File: config.mk
export PLATFORM = sky130hd
export DESIGN_NAME = glzw_ctrl
export DESIGN_NICKNAME = d
export VERILOG_FILES = /design/src/rtl/glzw_pkg.sv /design/src/rtl/glzw_ctrl.sv
export SDC_FILE = /design/constraint.sdc
export NUM_CORES = 1
export LEC_CHECK = 0
export BUFFER_PORTS_ARGS = -buffer_cell sky130_fd_sc_hd__buf_2
export CELL_PAD_IN_SITES_DETAIL_PLACEMENT = 0
export CELL_PAD_IN_SITES_GLOBAL_PLACEMENT = 1
export CORE_ASPECT_RATIO = 1.1
export CORE_UTILIZATION = 35
export DETAILED_ROUTE_END_ITERATION = 8
export GPL_TIMING_DRIVEN = 0
export PLACE_DENSITY = 0.73
export SLEW_MARGIN = 5
export SYNTH_ARGS = -nofsm -noshare
export SYNTH_HDL_FRONTEND = slang
export SYNTH_SLANG_ARGS = --single-unit
File: constraint.sdc
create_clock -name clk -period 7.45 [get_ports clk]
set_input_delay 0 -clock clk [delete_from_list [all_inputs] [get_ports clk]]
set_output_delay 0 -clock clk [all_outputs]
set_load 0.01 [all_outputs]
File: src/rtl/glzw_pkg.sv
`timescale 1ns / 1ps
// ----------------------------------------------------------------------------
// glzw_pkg
// shared types and constants of the lzw code decoder
// ----------------------------------------------------------------------------
package glzw_pkg;

    localparam int MAX_CODE_BITS_DEF = 12;
    localparam int PIXEL_BITS_DEF    = 8;
    localparam int BUF_BITS          = 24;
    localparam int CNT_BITS          = 5;
    localparam int CW_BITS           = 4;
    localparam int REG_MIN_CODE_SIZE = 0;
    localparam logic [3:0] MIN_CODE_SIZE_RST = 4'd8;

    typedef struct packed {
        logic       byte_valid;
        logic [7:0] data_byte;
        logic       final_byte;
    } in_item_t;

    typedef struct packed {
        logic       index_valid;
        logic [7:0] pixel_index;
        logic       code_done;
        logic       byte_taken;
        logic       end_code_seen;
        logic       ended_early;
        logic       bad_code;
    } out_item_t;

endpackage

File: src/rtl/glzw_ctrl.sv
`timescale 1ns / 1ps
// ----------------------------------------------------------------------------
// glzw_ctrl
// bit unpacking, code decode, chain walk and stack pop sequencer
// ----------------------------------------------------------------------------
module glzw_ctrl #(
    parameter int MAX_CODE_BITS = glzw_pkg::MAX_CODE_BITS_DEF,
    parameter int PIXEL_BITS    = glzw_pkg::PIXEL_BITS_DEF
) (
    input  logic                     clk,
    input  logic                     rst_n,
    input  logic                     restart,
    input  logic [3:0]               min_code_size,
    input  logic                     in_valid,
    output logic                     in_ready,
    input  glzw_pkg::in_item_t       in_data,
    output logic                     out_valid,
    input  logic                     out_ready,
    output glzw_pkg::out_item_t      out_data,
    output logic                     dict_we,
    output logic [MAX_CODE_BITS-1:0] dict_waddr,
    output logic [MAX_CODE_BITS-1:0] dict_wprefix,
    output logic [PIXEL_BITS-1:0]    dict_wsuffix,
    output logic [PIXEL_BITS-1:0]    dict_wfirst,
    output logic [MAX_CODE_BITS-1:0] dict_raddr,
    input  logic [MAX_CODE_BITS-1:0] dict_rprefix,
    input  logic [PIXEL_BITS-1:0]    dict_rsuffix,
    input  logic [PIXEL_BITS-1:0]    dict_rfirst,
    output logic                     stk_we,
    output logic [MAX_CODE_BITS-1:0] stk_waddr,
    output logic [PIXEL_BITS-1:0]    stk_wdata,
    output logic [MAX_CODE_BITS-1:0] stk_raddr,
    input  logic [PIXEL_BITS-1:0]    stk_rdata
);
    import glzw_pkg::*;

    localparam int MC = MAX_CODE_BITS;
    localparam int NF = MAX_CODE_BITS + 1;
    localparam logic [NF-1:0] FULL = NF'(1) << MAX_CODE_BITS;

    typedef enum logic [2:0] {
        ST_IDLE, ST_DLOOK, ST_WALK, ST_WREAD, ST_EMIT, ST_EREAD, ST_DONE
    } state_t;

    state_t                state_reg, state_next;
    logic [BUF_BITS-1:0]   buf_reg, buf_next;
    logic [CNT_BITS-1:0]   cnt_reg, cnt_next;
    logic [CW_BITS-1:0]    cw_reg, cw_next;
    logic [NF-1:0]         nfc_reg, nfc_next;
    logic [MC-1:0]         prev_reg, prev_next;
    logic [PIXEL_BITS-1:0] pfirst_reg, pfirst_next;
    logic                  havep_reg, havep_next;
    logic [MC-1:0]         walk_reg, walk_next;
    logic [NF-1:0]         sp_reg, sp_next;
    logic                  ftaken_reg, ftaken_next;
    logic                  end_reg, end_next;
    logic                  bad_reg, bad_next;
    logic [MC-1:0]         code_reg, code_next;
    logic                  ov_reg, ov_next;
    out_item_t             od_reg, od_next;

    logic [NF-1:0]         clr;
    logic [MC-1:0]         code_w;
    logic                  go;
    logic                  step;

    assign clr      = NF'(1) << min_code_size;
    assign code_w   = MC'(buf_reg & ((BUF_BITS'(1) << cw_reg) - BUF_BITS'(1)));
    assign go       = !ov_reg || out_ready;
    assign in_ready = go && !restart && (state_reg != ST_DLOOK) && (state_reg != ST_WREAD)
                      && (state_reg != ST_EREAD);
    assign step     = in_valid && in_ready;
    assign out_valid = ov_reg;
    assign out_data  = od_reg;

    always_comb
    begin
        logic [NF-1:0]         nf1;
        logic [PIXEL_BITS-1:0] fst;
        logic                  add;
        logic [NF-1:0]         ccode;
        state_next  = state_reg;
        buf_next    = buf_reg;
        cnt_next    = cnt_reg;
        cw_next     = cw_reg;
        nfc_next    = nfc_reg;
        prev_next   = prev_reg;
        pfirst_next = pfirst_reg;
        havep_next  = havep_reg;
        walk_next   = walk_reg;
        sp_next     = sp_reg;
        ftaken_next = ftaken_reg;
        end_next    = end_reg;
        bad_next    = bad_reg;
        code_next   = code_reg;
        ov_next     = ov_reg && !out_ready;
        od_next     = od_reg;
        dict_we     = 1'b0;
        dict_waddr  = nfc_reg[MC-1:0];
        dict_wprefix = prev_reg;
        dict_wsuffix = pfirst_reg;
        dict_wfirst  = pfirst_reg;
        dict_raddr  = walk_reg;
        stk_we      = 1'b0;
        stk_waddr   = sp_reg[MC-1:0];
        stk_wdata   = '0;
        stk_raddr   = MC'(sp_reg - NF'(1));
        nf1 = '0;
        fst = '0;
        add = 1'b0;
        ccode = NF'(code_reg);

        // internal cycles between ticks: memory reads settle
        case (state_reg)
            ST_DLOOK:
            begin
                // first index of an existing code now read
                fst = (ccode < clr) ? PIXEL_BITS'(code_reg) : dict_rfirst;
                if (havep_reg && nfc_reg < FULL)
                begin
                    dict_we = 1'b1;
                    dict_wsuffix = fst;
                    add = 1'b1;
                end
                walk_next   = code_reg;
                prev_next   = code_reg;
                pfirst_next = fst;
                havep_next  = 1'b1;
                state_next  = ST_WALK;
            end
            ST_WREAD:
            begin
                stk_we    = 1'b1;
                stk_wdata = dict_rsuffix;
                sp_next   = sp_reg + NF'(1);
                walk_next = dict_rprefix;
                state_next = ST_WALK;
            end
            ST_EREAD:
            begin
                state_next = ST_EMIT;
            end
            default:
            begin
            end
        endcase

        if (step)
        begin
            ov_next = 1'b1;
            od_next = '0;
            case (state_reg)
                ST_WALK:
                begin
                    if (NF'(walk_reg) < clr)
                    begin
                        stk_we    = 1'b1;
                        stk_wdata = PIXEL_BITS'(walk_reg);
                        sp_next   = sp_reg + NF'(1);
                        state_next = ST_EREAD;
                    end
                    else
                    begin
                        dict_raddr = walk_reg;
                        state_next = ST_WREAD;
                    end
                end
                ST_EMIT:
                begin
                    od_next.index_valid = 1'b1;
                    od_next.pixel_index = stk_rdata;
                    sp_next = sp_reg - NF'(1);
                    stk_raddr = MC'(sp_reg - NF'(2));
                    if (sp_reg == NF'(1))
                    begin
                        od_next.code_done = 1'b1;
                        state_next = ST_IDLE;
                    end
                    else
                        state_next = ST_EREAD;
                end
                ST_IDLE:
                begin
                    if ({1'b0, cnt_reg} >= {2'b0, cw_reg})
                    begin
                        buf_next = buf_reg >> cw_reg;
                        cnt_next = cnt_reg - CNT_BITS'(cw_reg);
                        ccode = NF'(code_w);
                        code_next = code_w;
                        if (ccode == clr)
                        begin
                            cw_next  = CW_BITS'(min_code_size + 4'd1);
                            nfc_next = clr + NF'(2);
                            havep_next = 1'b0;
                        end
                        else if (ccode == clr + NF'(1))
                        begin
                            end_next   = 1'b1;
                            state_next = ST_DONE;
                        end
                        else if (ccode > nfc_reg || (ccode == nfc_reg && !havep_reg))
                            bad_next = 1'b1;
                        else if (ccode == nfc_reg)
                        begin
                            if (nfc_reg < FULL)
                            begin
                                dict_we = 1'b1;
                                add = 1'b1;
                            end
                            stk_we    = 1'b1;
                            stk_wdata = pfirst_reg;
                            sp_next   = sp_reg + NF'(1);
                            walk_next = prev_reg;
                            prev_next = code_w;
                            state_next = ST_WALK;
                        end
                        else
                        begin
                            dict_raddr = code_w;
                            state_next = ST_DLOOK;
                        end
                    end
                    else if (ftaken_reg)
                        state_next = ST_DONE;
                    else if (in_data.byte_valid)
                    begin
                        buf_next = buf_reg | (BUF_BITS'(in_data.data_byte) << cnt_reg);
                        cnt_next = cnt_reg + CNT_BITS'(8);
                        od_next.byte_taken = 1'b1;
                        if (in_data.final_byte)
                            ftaken_next = 1'b1;
                    end
                end
                default:
                begin
                end
            endcase
            od_next.end_code_seen = end_next;
            od_next.ended_early   = (state_next == ST_DONE) && !end_next;
            od_next.bad_code      = bad_next;
        end

        if (add)
        begin
            nf1 = nfc_reg + NF'(1);
            nfc_next = nf1;
            if (cw_reg < CW_BITS'(MAX_CODE_BITS) && nf1 == (NF'(1) << cw_reg))
                cw_next = cw_reg + CW_BITS'(1);
        end
    end

    always_ff @(posedge clk or negedge rst_n)
    begin
        if (!rst_n)
        begin
            state_reg  <= ST_IDLE;
            buf_reg    <= '0;
            cnt_reg    <= '0;
            cw_reg     <= CW_BITS'(MIN_CODE_SIZE_RST + 4'd1);
            nfc_reg    <= (NF'(1) << MIN_CODE_SIZE_RST) + NF'(2);
            prev_reg   <= '0;
            pfirst_reg <= '0;
            havep_reg  <= 1'b0;
            walk_reg   <= '0;
            sp_reg     <= '0;
            ftaken_reg <= 1'b0;
            end_reg    <= 1'b0;
            bad_reg    <= 1'b0;
            ov_reg     <= 1'b0;
        end
        else if (restart)
        begin
            state_reg  <= ST_IDLE;
            buf_reg    <= '0;
            cnt_reg    <= '0;
            cw_reg     <= CW_BITS'(min_code_size + 4'd1);
            nfc_reg    <= clr + NF'(2);
            prev_reg   <= '0;
            pfirst_reg <= '0;
            havep_reg  <= 1'b0;
            walk_reg   <= '0;
            sp_reg     <= '0;
            ftaken_reg <= 1'b0;
            end_reg    <= 1'b0;
            bad_reg    <= 1'b0;
            ov_reg     <= ov_next;
        end
        else
        begin
            state_reg  <= state_next;
            buf_reg    <= buf_next;
            cnt_reg    <= cnt_next;
            cw_reg     <= cw_next;
            nfc_reg    <= nfc_next;
            prev_reg   <= prev_next;
            pfirst_reg <= pfirst_next;
            havep_reg  <= havep_next;
            walk_reg   <= walk_next;
            sp_reg     <= sp_next;
            ftaken_reg <= ftaken_next;
            end_reg    <= end_next;
            bad_reg    <= bad_next;
            ov_reg     <= ov_next;
        end
    end

    always_ff @(posedge clk)
    begin
        code_reg <= code_next;
        od_reg   <= od_next;
    end

endmodule

Word-level counts from Yosys, hierarchy flattened:

Cells that the tools add are included.

* $add $sub $neg: 11
* multipliers: 0
* divide/modulo/power cells: 0
* $lt $le $gt $ge: 6
* equal/unequal tests: 16
* shift-type cells: 5
* muxes and demuxes: 139
* bitwise gates (word level): 3
* reductions and logical operators: 32

Operator list (count)
* 12-bit 2-to-1 mux: 26
* 13-bit 2-to-1 mux: 15
* 24-bit 2-to-1 mux: 6
* 8-bit 2-to-1 mux: 13
* 1-bit 2-to-1 mux: 48
* 13-bit by 1-bit adder with 13-bit output (second input constant): 3
* 12-bit by 13-bit equality test with 1-bit output: 3
* 13-bit one-hot mux with 3 select lines: 1
* 3-bit 2-to-1 mux: 10
* 5-bit 2-to-1 mux: 6
* 4-bit 2-to-1 mux: 7
* 12-bit by 13-bit < comparator with 1-bit output: 2
* 1-bit by 4-bit << shifter with 13-bit output (first input constant): 2
* 24-bit OR: 1
* 12-bit one-hot mux with 2 select lines: 1
* 8-bit by 5-bit << shifter with 24-bit output: 1
* 24-bit by 4-bit right shift with 24-bit output: 1
* 8-bit one-hot mux with 2 select lines: 1
* 3-bit nonzero test: 5
* 13-bit by 2-bit adder with 13-bit output (second input constant): 1
* 13-bit by 1-bit equality test with 1-bit output (second input constant): 1
* 13-bit equality test: 1
* 12-bit by 13-bit > comparator with 1-bit output: 1
* 13-bit < comparator (second input constant): 1
* 32 further kinds: 55

* bits in registers: 125
* bits in latches: 0
* memory bits (writable): 0
* memory bits (read-only): 0
* word-level logic and storage cells: 234
* memories: 0

Depth between registers and ports, before layout:

* depth after elaboration: 14
* gate-level depth with buffers: 22
* depth with buffers taken out: 17

Least setup slack after synthesis:

No wires, ideal clock.

* path type: register -> register
* start: reg cw_reg[0]
* end: reg sp_reg[11]
* arrival time: 5.124 ns
* data required time: 7.384 ns
* path slack: 2.261 ns
* cell stages (with the launch flop): 21
* buffers on the path: 3
* cell sequence: dfstp_2 buf_1 clkbuf_1 inv_1 ha_1 or3b_1 ha_1 o311ai_2 o2111ai_1 o31ai_2 ha_1 nand4_1 or3_1 nor4b_1 nand2_1 nor3_1 o41a_1 clkbuf_1 o211ai_1 a31oi_1 a22o_1

* cells in the longest elaborated chain, start to end: 13
* elaborated cells between the ends (all ways): 18
* classes of those cells: 1 x add/sub; 2 x order compare; 3 x eq/ne; 1 x shift; 8 x mux; 1 x bitwise; 2 x reduce/logical

Ends and longest elaborated chain
* from (decl): line glzw_ctrl.sv:48 `logic [CW_BITS-1:0] cw_reg, cw_next;`
* from (signal assigned): line glzw_ctrl.sv:259 `cw_reg <= CW_BITS'(MIN_CODE_SIZE_RST + 4'd1);`
* from (signal assigned): line glzw_ctrl.sv:276 `cw_reg <= CW_BITS'(min_code_size + 4'd1);`
* from (signal assigned): line glzw_ctrl.sv:293 `cw_reg <= cw_next;`
* 1-bit by 4-bit << shifter with 12-bit output *: line glzw_ctrl.sv:68 `assign code_w = MC'(buf_reg & ((BUF_BITS'(1) << cw_reg) - BUF_BITS'(1)));`
* 12-bit by 1-bit subtractor with 12-bit output *: line glzw_ctrl.sv:68
* 12-bit bitwise AND *: line glzw_ctrl.sv:68
* net code_w[10]: line glzw_ctrl.sv:63 `logic [MC-1:0] code_w;`
* parallel branches: the longest is 5 deep, another holds 12-bit by 13-bit > comparator with 1-bit output
* 13-bit 2-to-1 mux *: line glzw_ctrl.sv:190 `if (ccode == clr)`
* 13-bit 2-to-1 mux *: line glzw_ctrl.sv:184 `if ({1'b0, cnt_reg} >= {2'b0, cw_reg})`
* 13-bit one-hot mux with 3 select lines *: line glzw_ctrl.sv:152 `case (state_reg)`
* 13-bit 2-to-1 mux *: line glzw_ctrl.sv:148 `if (step)`
* 13-bit 2-to-1 mux *: line glzw_ctrl.sv:271 `else if (restart)`
* to (signal assigned): line glzw_ctrl.sv:299 `sp_reg <= sp_next;`
* to (decl): line glzw_ctrl.sv:54 `logic [NF-1:0] sp_reg, sp_next;`

Mark *: on every way through the listed nets, which the timed path passes.
A chain may end at the register's enable or synchronous reset.

Final worst setup path:

* start: reg cw_reg[1]
* end: out stk_wdata[3]

* cells in the longest elaborated chain, start to end: 12
* elaborated cells between the ends (all ways): 17
* classes of those cells: 1 x add/sub; 2 x order compare; 3 x eq/ne; 1 x shift; 7 x mux; 1 x bitwise; 2 x reduce/logical

Ends and longest elaborated chain
* 1-bit by 4-bit << shifter with 12-bit output *: line glzw_ctrl.sv:68
* 12-bit by 1-bit subtractor with 12-bit output *: line glzw_ctrl.sv:68
* 12-bit bitwise AND *: line glzw_ctrl.sv:68
* net code_w[6]: line glzw_ctrl.sv:63
* parallel branches: the longest is 5 deep, another holds 12-bit by 13-bit > comparator with 1-bit output
* 8-bit 2-to-1 mux *: line glzw_ctrl.sv:190
* 8-bit 2-to-1 mux *: line glzw_ctrl.sv:184
* 8-bit one-hot mux with 2 select lines *: line glzw_ctrl.sv:152
* 8-bit 2-to-1 mux *: line glzw_ctrl.sv:148
* to (decl): line glzw_ctrl.sv:31 `output logic [PIXEL_BITS-1:0] stk_wdata,`

Marks and branches as above.

==> metrics.md <==
| Metric | Value |
|---|---|
| Status | completed |
| Site Rows | 69 |
| Final worst path period share | 0.947 |
| TritonCTS clock tree | built |
| CP cell instances | clkbuf_1 > clkinv_1 > clkbuf_1 > ha_1 > or3b_1 > ha_1 > o311ai_2 > xor2_1 > and2_1 > clkbuf_1 > ha_1 > nand2_1 > or3_1 > nor4b_1 > nand2_1 > nor3_1 > o41a_1 > clkbuf_2 > a22oi_1 > o21ai_0 > buf_2 |
| Synth Instances | 1,391 |
| Initial Utilization | 0.355 |
| # setup viols final | 0 |
| Core Util, Final | 0.422 |
| Sequential share of the synthesized area | 0.285 |
| R2r startpoint | cw_reg[1]$_DFF_PN0_ |
| Commonest non-fill, non-tap cells in the layout | buf_2, nand2_1, nor2_1 |
| VDD IR max | between 150 and 200 uV |
| Gp weighted congestion | about 0.91 |
| P_leak | 5.97 nW |
| Startpoint types | register |
| Fin. max-slew vios | 0 |
| DRT Pass-1 Iters | 5 |
| Die width | 174 um |
| Crit path largest cell delay | slightly above 0.6 ns |
| Inst Count DP | about 2.0k |
| Most common cell after layout, fill and taps aside | buf_2 |
| Final hold vios | 0 |
| CP Max Fanout | 13 |
| Hold path endpoint | walk_reg[7]$_DFF_PN0_ |
| Synth Cell Area | around 0.011 mm2 |
| Max cap viols | 0 |
| Routed via count | roughly 12k |
| Unrepaired setup endpoints after global routing | false |
| Fin cells | slightly above 2k |
| Layout cell share with drive strength beyond 1 | 0.179 |
| Vias/cell | between 5 and 6 |
| Top_reg_cell synth | dfrtp_1 |
| Yosys warning count | 0 |
| Synthesized flop and latch total | between 100 and 150 |
| Post-route cell area | 0.0136 mm2 |
| Worst path slowest cell | clkbuf_1 |
| Port bufs | 155 |
| Root buffer cell | clkbuf_16 |
| Slew of the pin with the lowest slew margin | 1.23 ns |
| Final critical-path required period | 7.05 ns |
| Unique masters post-synth | 98 |
| Max_slew headroom | 0.177 |
| Syn nets | ~1.5k |
| Die ar. | 0.0334 mm2 |
| Area grow syn2layout | 18.9% |
| H-tree Lvls | 4 |
| WL/cell | about 22 um |
| DRC | 0 |
| Critical path class | register to primary output |
| CTS buffer count | 17 |
| Number of flops mapped to enable cells by yosys | 26 |
| Drt total wl | about 44,000 um |
| Antenna viol nets, final | 0 |
| Area post-placement | between 0.01 and 0.015 mm2 |
| FF+latch area | 0.00326 mm2 |
| Iteration-0 DRC Markers | about 1.1k |
| Ports | 157 |
| Area of the multi-input gates | roughly 0.0075 mm2 |
| Worst hold start | dict_rprefix[7] |
| Grt total ovfl | 0 |
| Critical path required time | between 7 and 8 ns |
| Setup Skew | ~0.0094 ns |
| Final HPWL DP | about 34,000 um |
| Asr flop ratio synth | 0.792 |
| Core Box Area | 0.0323 mm2 |
| Max Root-Sink Buffers | 2 |
| Final #Nets | ~1.7k |
| Critical path arrival | 7.05 ns |
| FF-to-FF End | sp_reg[9]$_DFF_PN0_ |
| First-pass GRT wire length | between 60,000 and 70,000 um |
| Pin count of the biggest net entering global routing | a little under 80 |
| Clk_lat worst skew | ~0.43 ns |
| Die Ht | around 190 um |
| Max reg flops | 24 |
| Cell area power density | roughly 200 mW/mm2 |
| R2R depth | 20 |
| Syn Area/Cell | between 8 and 9 um2 |
| Hold crit path type | input pin to register |
| All-Layer GR Usage | 0.265 |
| Layout filler cell count | about 3.4k |
| Post-CTS Setup Inserts | 0 |
| CTS clk-pin slew, worst paths | approximately 0.06 ns |
| Minimum hold slack | 0.0158 ns |
| TNS Setup | 0 ns |
| CTS sink count | about 130 |
| Worst setup EP type | primary output |
| R2R Setup Slk | approximately 0.56 ns |
| Vias in the first global route | about 11k |
| Max Clock Freq | approximately 140 MHz |
| Initial antenna violation count | 2 |
| Worst hold stages | 5 |
how the worst max path moves through the flow:
| stage | from | end | slack (ns) | cells after the start |
|---|---|---|---|---|
| CTS | cw_reg[0]$_DFF_PN1_ | stk_wdata[3] | 0.28 | 20 |
| floorplan | cw_reg[0]$_DFF_PN1_ | sp_reg[11]$_DFF_PN0_ | 2.26 | 20 |
| finish | cw_reg[1]$_DFF_PN0_ | stk_wdata[3] | 0.40 | 21 |
| detailed placement | cw_reg[0]$_DFF_PN1_ | sp_reg[9]$_DFF_PN0_ | 0.23 | 18 |
| global placement | cw_reg[0]$_DFF_PN1_ | sp_reg[11]$_DFF_PN0_ | 0.35 | 19 |
| global route | cw_reg[1]$_DFF_PN0_ | stk_wdata[3] | 0.06 | 20 |
routing by layer:
layer	vias up	GRT usage	wire [um]
met2	474	0.443	21300
met3	95	0.0396	2580
met5	-	0	0
met4	0	0.117	1640
li1	5480	-	-
met1	5756	0.337	18700
critical path, delay by kind of cell, from the launching register on:
family          cells  cell delay (ns)
compound gates      4             0.73
flops               1             0.39
xor+xnor            1             0.19
simple gates        7             2.35
buf+inv             6             1.96
fa+ha+maj           3             0.97
logic make-up after synthesis:
| logic type | Yosys count | share of synthesized area |
|---|---|---|
| and+or+nand+nor | 468 | 0.195 |
| AOI/OAI and AO/OA | 412 | 0.242 |
| buffers and inverters | 165 | 0.0651 |
| DFF | 125 | 0.285 |
| muxes | 96 | 0.0937 |
| xor gates and xnor gates | 63 | 0.0506 |
| adders and majority gates | 62 | 0.0684 |
area by class of cell:
cell class                      instances  area share
Timing Repair Buffer                  179      0.0764
Clock buffer                           21      0.0331
Clock inverter                         11     0.00882
Buffer                                116      0.0415
Multi-Input combinational cell       1101       0.548
Inverter                               48      0.0132
Tap cell                              426      0.0391
Sequential cell                       125       0.240
Antenna cell                            2    0.000368
power by group:
group | switching, mW | leakage (nW) | internal, mW
clock network | 0.342 | 0.273 | 0.500
registers | 0.0680 | 1.59 | 0.755
logic | 0.648 | 4.11 | 0.390
total | 1.06 | 5.97 | 1.64
cell usage after synthesis, drive strengths merged (5+ instances only):
master   instances  area (um2)
or2              5        31.3
mux4             6         135
and2             7        46.3
nor3            30         150
nand2b          10        62.6
ha              61         763
a22o             6        52.6
nor2           121         454
o21a             9        67.6
a211oi          36         270
nor3b            5        37.5
nand3           45         225
inv             46         173
nand4            8        50.1
nor4             7        80.1
edfxtp          26         781
o211ai          21         158
and3            24         150
mux2i           63         631
a22oi           21         163
nand2          162         608
a31oi           16         100
buf             54         329
nor2b           15        93.8
o21bai           5        37.5
o31ai            7        57.6
o21ai           79         395
o22ai           21         131
xnor2           38         333
dfrtp           95        2380
or3              5        31.3
xor2            23         201
o2bb2ai          5        43.8
a21oi          114         582
mux2            27         308
clkbuf          63         236
a21o            14         113
through the flow:
stage	setup slack (ns)	power, mW
3_5_place_dp	0.233	1.85
6_report	0.399	2.70
5_1_grt	0.0626	2.85
4_1_cts	0.281	2.70
3_3_place_gp	0.350	1.84
2_1_floorplan	2.26	1.51
repair_timing:
action                     CTS  global route
hold buffers                23             0
hold endpoints to repair   116             0
gates resized for setup      2             4
setup endpoints to repair    8             8
Power figures use the tool's default switching activity.
